### src/hw/rtl/drip_rate_averager_alarm_defines.svh
// assertion macros for the drip rate averager
`ifndef DRIP_RATE_AVERAGER_ALARM_DEFINES_SVH
`define DRIP_RATE_AVERAGER_ALARM_DEFINES_SVH

// condition holds at every edge out of reset
`define DRA_ASSERT_ALWAYS(lbl, cond) \
   lbl: assert property (@(posedge clock) disable iff (reset) (cond)) \
      else $error("dra assertion failed");

// antecedent at one edge implies consequent at the next
`define DRA_ASSERT_NEXT(lbl, ante, cons) \
   lbl: assert property (@(posedge clock) disable iff (reset) (ante) |=> (cons)) \
      else $error("dra assertion failed");

// antecedent implies consequent at the same edge
`define DRA_ASSERT_SAME(lbl, ante, cons) \
   lbl: assert property (@(posedge clock) disable iff (reset) (ante) |-> (cons)) \
      else $error("dra assertion failed");

`endif

### src/hw/rtl/dra_pkg.sv
package dra_pkg;

   // history
   localparam int HistDepth = 8;
   localparam int IdxW      = $clog2(HistDepth);
   localparam int RateW     = 16;
   localparam int SumW      = RateW + $clog2(HistDepth);

   // rate division: 60 s * 32768 Hz over the drop interval
   localparam int NumW                 = 21;
   localparam logic [NumW-1:0] RateNum = NumW'(1966080);
   localparam int BitW                 = $clog2(NumW);
   localparam int DivW                 = 32;

   localparam logic [RateW-1:0] RefillDelta = RateW'(20);
   localparam logic [15:0]      TimerGate   = 16'd10;
   localparam logic [15:0]      TimerMax    = 16'd60000;
   localparam logic [7:0]       MissLimit   = 8'd5;
   localparam logic [7:0]       MissMax     = 8'd255;

   // port packing
   localparam int ReqDataW = 40;
   localparam int RspDataW = 24;
   localparam int CfgW     = 8;

   typedef enum logic { ActRate = 1'b0, ActTick = 1'b1 } action_type;

   typedef enum logic [1:0] {
      ModeNone     = 2'd0,
      ModeMeasured = 2'd1,
      ModeTimedOut = 2'd2,
      ModeOther    = 2'd3
   } mode_type;

   typedef enum logic [1:0] {
      AlarmNone = 2'd0,
      AlarmFast = 2'd1,
      AlarmSlow = 2'd2
   } alarm_type;

   typedef enum logic { RegUpper = 1'b0, RegLower = 1'b1 } reg_index_type;

endpackage

### src/hw/rtl/drip_rate_averager_alarm.sv
// Drip rate averager with rate alarm.
// req channel: one transfer per event. tuser = action (0 rate request, 1 half-second
// tick); tdata carries the drop interval and the rate mode.
// rsp channel: exactly one transfer per req transfer (tick or rate request), average rate and alarm code.
// csr channel: writes the upper (index 0) and lower (index 1) alarm thresholds; always
// ready, to be written only while the block is idle.
// Sequence: an accepted tick runs the history sum steps and then the check step. A rate
// request with a measured, nonzero interval runs the radix-2 restoring divider, the
// history update step, the history sum steps and the check step. Other rate requests
// skip the divider and start at the history update step.
// req_tready returns together with rsp_tvalid, when the result is registered.
// One item is worked on at a time; req_tready is high only while the sequencer idles.
// A finished result sits in the output register, so the next item may be accepted
// while rsp waits; if rsp_tready stays low the sequencer then holds in its check step.
// Synchronous reset clears the history, alarm timer, miss count and output valid and
// loads the thresholds with 255 and 0.
`include "drip_rate_averager_alarm_defines.svh"

module drip_rate_averager_alarm (
   input  logic                         clock,
   input  logic                         reset,
   // req_tdata: interval_overflows[15:0], interval_count[31:16], rate_mode[33:32]
   input  logic                         req_tvalid,
   output logic                         req_tready,
   input  logic [dra_pkg::ReqDataW-1:0] req_tdata,
   // req_tuser: action[0]
   input  logic                         req_tuser,
   // rsp_tdata: average_rate[15:0], alarm[17:16]
   output logic                         rsp_tvalid,
   input  logic                         rsp_tready,
   output logic [dra_pkg::RspDataW-1:0] rsp_tdata,
   input  logic                         csr_valid,
   output logic                         csr_ready,
   input  logic                         csr_index,
   input  logic [dra_pkg::CfgW-1:0]     csr_data
);
   import dra_pkg::*;

   typedef enum logic [2:0] {
      S_IDLE,
      S_DIV,
      S_UPD,
      S_SUM,
      S_CHK
   } state_type;

   state_type              state_ff;
   logic [CfgW-1:0]        upper_ff;
   logic [CfgW-1:0]        lower_ff;
   logic [RateW-1:0]       hist_ff [HistDepth];
   logic [15:0]            timer_ff;
   logic [7:0]             miss_ff;
   logic                   check_ff;
   logic [DivW-1:0]        divisor_ff;
   logic [DivW:0]          rem_ff;
   logic [NumW-1:0]        quot_ff;
   logic [BitW-1:0]        bit_ff;
   logic [RateW-1:0]       rate_ff;
   logic [SumW-1:0]        sum_ff;
   logic [IdxW-1:0]        idx_ff;
   logic                   rsp_valid_ff;
   logic [RateW-1:0]       rsp_avg_ff;
   alarm_type              rsp_alarm_ff;

   logic [15:0]            req_ovf;
   logic [15:0]            req_cnt;
   mode_type               req_mode;
   logic [DivW-1:0]        interval_in;
   logic [DivW:0]          trial_in;
   logic                   ge_in;
   logic [NumW-1:0]        quot_in;
   logic [RateW-1:0]       rate_sat_in;
   logic [RateW-1:0]       gap_in;
   logic                   fill_in;
   logic [RateW-1:0]       avg_in;
   logic                   fast_in;
   logic                   slow_in;
   logic [7:0]             miss_in;
   logic                   out_free;
   logic [RateW-1:0]       hist_gap_in;

   assign req_ovf     = req_tdata[15:0];
   assign req_cnt     = req_tdata[31:16];
   assign req_mode    = mode_type'(req_tdata[33:32]);
   assign interval_in = {1'b0, req_ovf, 15'd0} + {16'd0, req_cnt};

   // one restoring division step per cycle, numerator bits fed msb first
   assign trial_in    = {rem_ff[DivW-1:0], RateNum[bit_ff]};
   assign ge_in       = trial_in >= {1'b0, divisor_ff};
   assign quot_in     = {quot_ff[NumW-2:0], ge_in};
   assign rate_sat_in = (quot_in > NumW'({RateW{1'b1}})) ? {RateW{1'b1}}
                                                         : quot_in[RateW-1:0];

   // refill when the history looks empty or the new rate jumps away from the newest one
   assign gap_in  = (hist_ff[0] >= rate_ff) ? hist_ff[0] - rate_ff : rate_ff - hist_ff[0];
   assign fill_in = ((hist_ff[0] == '0) && (hist_ff[HistDepth-1] == '0)) ||
                    (gap_in > RefillDelta);

   assign avg_in  = RateW'(sum_ff / SumW'(HistDepth));
   assign fast_in = avg_in >= {8'd0, upper_ff};
   assign slow_in = avg_in <= {8'd0, lower_ff};
   assign miss_in = (miss_ff < MissMax) ? miss_ff + 8'd1 : miss_ff;

   assign out_free = !rsp_valid_ff || rsp_tready;

   assign req_tready = (state_ff == S_IDLE);
   assign csr_ready  = 1'b1;
   assign rsp_tvalid = rsp_valid_ff;
   assign rsp_tdata  = {6'd0, rsp_alarm_ff, rsp_avg_ff};

   always_ff @(posedge clock) begin
      if (reset) begin
         state_ff     <= S_IDLE;
         upper_ff     <= 8'd255;
         lower_ff     <= 8'd0;
         timer_ff     <= '0;
         miss_ff      <= '0;
         rsp_valid_ff <= 1'b0;
         for (int k = 0; k < HistDepth; k++) begin
            hist_ff[k] <= '0;
         end
      end else begin
         if (csr_valid && csr_ready) begin
            case (reg_index_type'(csr_index))
               RegUpper: upper_ff <= csr_data;
               RegLower: lower_ff <= csr_data;
               default:  ;
            endcase
         end

         if ((state_ff == S_CHK) && out_free) begin
            rsp_valid_ff <= 1'b1;
         end else if (rsp_tready) begin
            rsp_valid_ff <= 1'b0;
         end

         case (state_ff)
            S_IDLE: begin
               if (req_tvalid) begin
                  if (action_type'(req_tuser) == ActTick) begin
                     if (timer_ff < TimerMax) begin
                        timer_ff <= timer_ff + 16'd1;
                     end
                     check_ff <= 1'b0;
                     sum_ff   <= '0;
                     idx_ff   <= '0;
                     state_ff <= S_SUM;
                  end else begin
                     check_ff   <= (req_mode != ModeNone);
                     divisor_ff <= interval_in;
                     rem_ff     <= '0;
                     quot_ff    <= '0;
                     bit_ff     <= BitW'(NumW - 1);
                     rate_ff    <= '0;
                     if ((req_mode == ModeMeasured) && (interval_in != '0)) begin
                        state_ff <= S_DIV;
                     end else begin
                        state_ff <= S_UPD;
                     end
                  end
               end
            end
            S_DIV: begin
               rem_ff  <= ge_in ? trial_in - {1'b0, divisor_ff} : trial_in;
               quot_ff <= quot_in;
               bit_ff  <= bit_ff - BitW'(1);
               if (bit_ff == '0) begin
                  rate_ff  <= rate_sat_in;
                  state_ff <= S_UPD;
               end
            end
            S_UPD: begin
               if (fill_in) begin
                  for (int k = 0; k < HistDepth; k++) begin
                     hist_ff[k] <= rate_ff;
                  end
               end else begin
                  for (int k = 1; k < HistDepth; k++) begin
                     hist_ff[k] <= hist_ff[k-1];
                  end
                  hist_ff[0] <= rate_ff;
               end
               sum_ff   <= '0;
               idx_ff   <= '0;
               state_ff <= S_SUM;
            end
            S_SUM: begin
               sum_ff <= sum_ff + SumW'(hist_ff[idx_ff]);
               idx_ff <= idx_ff + IdxW'(1);
               if (idx_ff == IdxW'(HistDepth - 1)) begin
                  state_ff <= S_CHK;
               end
            end
            S_CHK: begin
               if (out_free) begin
                  rsp_avg_ff   <= avg_in;
                  rsp_alarm_ff <= AlarmNone;
                  if (check_ff && (timer_ff >= TimerGate)) begin
                     if (fast_in || slow_in) begin
                        miss_ff  <= miss_in;
                        timer_ff <= '0;
                        if (miss_in >= MissLimit) begin
                           rsp_alarm_ff <= fast_in ? AlarmFast : AlarmSlow;
                        end
                     end else begin
                        miss_ff <= '0;
                     end
                  end
                  state_ff <= S_IDLE;
               end
            end
            default: state_ff <= S_IDLE;
         endcase
      end
   end

   assign hist_gap_in = (hist_ff[0] >= hist_ff[1]) ? hist_ff[0] - hist_ff[1]
                                                  : hist_ff[1] - hist_ff[0];

   // an alarm shown on the output is backed by enough consecutive misses
   `DRA_ASSERT_SAME(a_alarm_needs_misses, rsp_valid_ff && (rsp_alarm_ff != AlarmNone), miss_ff >= MissLimit)
   // an accepted item always takes the sequencer out of idle
   `DRA_ASSERT_NEXT(a_busy_after_accept, req_tvalid && req_tready, !req_tready)
   // after a history update the two newest entries are within the refill window
   `DRA_ASSERT_NEXT(a_history_settled, state_ff == S_UPD, hist_gap_in <= RefillDelta)
   // the timer never runs past its ceiling
   `DRA_ASSERT_ALWAYS(a_timer_capped, timer_ff <= TimerMax)

endmodule
### config.mk
export PLATFORM = sky130hd
export DESIGN_NAME = drip_rate_averager_alarm
export DESIGN_NICKNAME = d
export VERILOG_FILES = /design/src/hw/rtl/dra_pkg.sv /design/src/hw/rtl/drip_rate_averager_alarm.sv
export VERILOG_INCLUDE_DIRS = /design/src /design/src/hw/rtl
export SDC_FILE = /design/constraint.sdc
export NUM_CORES = 1
export LEC_CHECK = 0
export BUFFER_PORTS_ARGS = -buffer_cell sky130_fd_sc_hd__buf_2
export CAP_MARGIN = 5
export CORE_MARGIN = 4
export CORE_UTILIZATION = 45
export CTS_BUF_LIST = sky130_fd_sc_hd__clkbuf_4
export CTS_CLUSTER_SIZE = 10
export DETAILED_ROUTE_END_ITERATION = 7
export PLACE_DENSITY_LB_ADDON = 0.1
export SYNTH_ARGS = -nofsm -noshare
export SYNTH_HDL_FRONTEND = slang
export SYNTH_SLANG_ARGS = --single-unit
### constraint.sdc
create_clock -name clock -period 5.35 [get_ports clock]
set_input_delay 0.2675 -clock clock [delete_from_list [all_inputs] [get_ports clock]]
set_output_delay 0.2675 -clock clock [all_outputs]
set_load 0.01 [all_outputs]
==> flow_summary.yaml <==
timing:
  period_needed_ns: 4.37
  hold_violations: 0
  fin_setup_tns_ns: 0
  max_slew_margin: 0.285
  grt_setup_unrepaired: "false"
  worstMarginPinSlew_ns: 1.07
  finalSetupViolCount: 0
  period_share: 0.816
  clock_skew_ns: 0.0635
  fmax_mhz: 229
  slew_viol_final: 0
clocking:
  numCtsBuffers: 90
  cts_setup_buffers: 0
  cts_tree: "yes"
  clkLatencyLatePin_ns: 0.81
  clk_pin_slew_ns: 0.06
  clock_path_buffers: 3
  clockRootBuffer: "clkbuf_4"
  cts_max_level: 3
  clock_sinks: 322
finish:
  nNetsFinal: 2185
  fin_util: 0.514
  fill_cells: 3970
  area_growth_pct: 13.2
  drive_gt1_frac: 0.144
  stdcell_count: 2672
global_routing:
  grt_use_total: 0.196
  grt-ovfl-total: 0
  grt_pass1_vias: 14464
  antenna_found_initial: 1
  grt_pass1_wl_um: 74700
  grt_max_degree: 97
pwr:
  power.share.switching: 0.372
  irDropWorstVdd_mv: 0.215
  seqPwrFrac: 0.395
  p_leak_nw: 8.91
  power_density_nw_per_um2: 434
  internal-power_w: 0.00601
  power.switching_w: 0.00357
  pwr-share-clk: 0.227
  combPwrFrac: 0.379
logic_synthesis:
  ys_seq_area_frac: 0.471
  ys_ff_latch: 322
  yosys.area.top_type: "edfxtp_1"
  ys_warn_count: 0
  ys_async_sr_fraction: 0
  synth_cells: 1859
  synth_area_um2: 19500
  synthTopCellsByArea: "edfxtp_1, mux2i_1, ha_1"
  synth.avg_cell_area_um2: 10.5
  synth_top_area_share: 0.422
  synth_edf_count: 274
  netlist-cell-type-count: 81
  ys.flop_type: "edfxtp_1"
detailed_routing:
  met3WireLength_um: 2270
  route.met2.wl_um: 21000
  wl_met1_um: 21100
  highest_layer: "met4"
  dr.pass1.iters: 5
  via_per_inst: 5.43
  ant_nets: 0
  drt-total-wl_um: 45700
  drc: 0
  route.vias.total: 14499
  wl_per_cell_um: 17.1
  drt_iter0_markers: 1021
worst_setup_path:
  worstRegToRegCells: 14
  r2r_end: "hist_ff[3][12]$_SDFFCE_PN0P_"
  cp_top_family: "compound AO/OA/AOI/OAI gates"
  crit_fanout: 80
  cp-end-kind: "flop"
  path_common_cell: "inv_1"
  arrival_ns: 4.88
  start_kind: "flop"
  cpPeakStageDelay_ns: 0.51
  worstPathRequired_ns: 5.86
  reg2reg_setup_slack_ns: 0.98
  worst-path-buf-inv: 3
  r2r_start: "hist_ff[0][0]$_DFFE_PP_"
  critPathKind: "reg -> reg"
  slowest_stage: "buf_12"
  cp_cell_sequence: "inv_1 -> ha_1 -> inv_1 -> fa_1 -> a21o_1 -> a211o_1 -> a221oi_2 -> o21a_1 -> o2111ai_1 -> o31ai_1 -> nand2_1 -> nor3_2 -> buf_12 -> mux2i_1"
min_path:
  min_path_type: "in -> reg"
  worstHoldStart: "req_tdata[26]"
  hold-path-endpoint: "divisor_ff[10]$_DFFE_PP_"
  hold_depth: 2
placed_design:
  dp.cells: 2452
  portBuffers: 68
  place_hpwl_um: 31100
  gp_congestion: 0.864
floorplan:
  die_h_um: 216
  start_util: 0.454
  boundaryPins: 82
  rows: 76
  fp.coreArea_um2: 43000
  die_w_um: 216
  dieArea_um2: 46700
outcome:
  status: "finished, final reports clean"
run:
  drv_cap: 0
## power by group through the flow
stage | logic, W | clock network [W] | registers [W]
after detailed placement | 0.00358 | 0 | 0.00383
after global placement | 0.00353 | 0 | 0.00382
final | 0.00363 | 0.00217 | 0.00378
after CTS | 0.00365 | 0.00226 | 0.00378
after global routing | 0.00407 | 0.00241 | 0.00384
after floorplan | 0.00282 | 0 | 0.00365
## synthesized netlist by cell type (all sizes together), types with 29 or more instances
master    n
mux4     32
clkbuf   50
o21ai    65
inv     149
a21oi    81
dfxtp    48
xor2     31
nand2   243
nor3     29
buf      36
nor2    134
edfxtp  274
a21o     32
xnor2    44
nand3    45
ha      104
mux2i   142
## layout by cell type (no fill, tap or decap), types with 8 or more instances in the layout
cell type / count
nand3_1: 45
ha_1: 104
mux2_2: 18
clkbuf_4: 127
a211o_1: 13
o211ai_1: 8
a211oi_1: 14
nand2b_1: 15
clkinv_1: 21
o21a_1: 12
a31oi_1: 10
nor3_1: 27
o21ai_1: 8
o21ai_0: 56
xor2_1: 31
buf_2: 68
a21oi_1: 81
buf_4: 18
nor2_1: 133
nor4_1: 17
o21bai_1: 9
nand4_1: 25
mux4_2: 32
edfxtp_1: 274
or3_1: 10
a21o_1: 32
nand2_1: 242
dfxtp_1: 47
xnor2_1: 44
nor2b_1: 23
inv_1: 148
dlygate4sd3_1: 63
and2_1: 13
and3_1: 28
o31ai_1: 11
mux2i_1: 142
## layer usage
layer,track usage,vias up
met5,0,-
met4,0.0661,0
met1,0.265,6958
met3,0.0404,91
li1,-,7114
met2,0.316,336
## timing repair
action                                 4_1_cts  5_1_grt
hold buffers                                63        0
endpoints found under the hold margin       63        0
setup endpoints to repair                    0        0
gates resized for setup                      0        0
## kinds of logic (layout without fill, tap and decap cells)
group | count (synthesis) | after routing | share of synthesized area
compound gates | 305 | 305 | 0.102
xor+xnor | 75 | 75 | 0.0337
fa+ha+maj | 108 | 108 | 0.0708
buf+inv | 236 | 458 | 0.0522
flops | 322 | 322 | 0.471
mux | 193 | 193 | 0.121
other cells | 2 | 8 | 0.000385
simple gates | 618 | 618 | 0.149
## registers in the layout, indices dropped and copies added, names as in the netlist, 2 cells and up, named ones only
| name | cells |
|---|---|
| rsp_alarm_ff | 2 |
| upper_ff | 8 |
| idx_ff | 3 |
| rate_ff | 16 |
| hist_ff | 128 |
| lower_ff | 8 |
| divisor_ff | 32 |
| state_ff | 3 |
| timer_ff | 16 |
| bit_ff | 5 |
| rem_ff | 32 |
| quot_ff | 20 |
| sum_ff | 19 |
| miss_ff | 8 |
| rsp_avg_ff | 16 |
## worst max path at each step
stage,from,to,slack (ns),depth (start not counted)
after global placement,flop,sum_ff[18]$_SDFFCE_PN0P_,0.98,13
after floorplan,flop,sum_ff[18]$_SDFFCE_PN0P_,1.08,15
after CTS,flop,sum_ff[18]$_SDFFCE_PN0P_,0.94,13
final,hist_ff[0][0]$_DFFE_PP_,hist_ff[3][12]$_SDFFCE_PN0P_,0.98,14
after global routing,flop,sum_ff[18]$_SDFFCE_PN0P_,0.66,13
after detailed placement,flop,sum_ff[18]$_SDFFCE_PN0P_,0.97,13
## metrics by stage
stage               hold WS [ns]  worst slack, ns  total power [W]  cell area [µm²]
finish                     0.202            0.982          0.00958            22100
global route              0.0987            0.658           0.0103            22100
CTS                       0.0897            0.938          0.00969            22100
detailed placement         0.449            0.966          0.00741            20400
global placement           0.446            0.985          0.00735            20400
floorplan                  0.366             1.08          0.00647            19500
## cell type report
class	count	area, µm²	share of cell area
diodes	1	2.50	0.000113
inverters	150	563	0.0255
clock buffers	127	953	0.0432
repair buffers	152	1170	0.0528
well taps	585	732	0.0331
clock inverters	29	125	0.00566
multi-input cells	1306	9360	0.424
flip-flops and latches	322	9190	0.416
No activity file was read; power rests on OpenSTA's default activity.
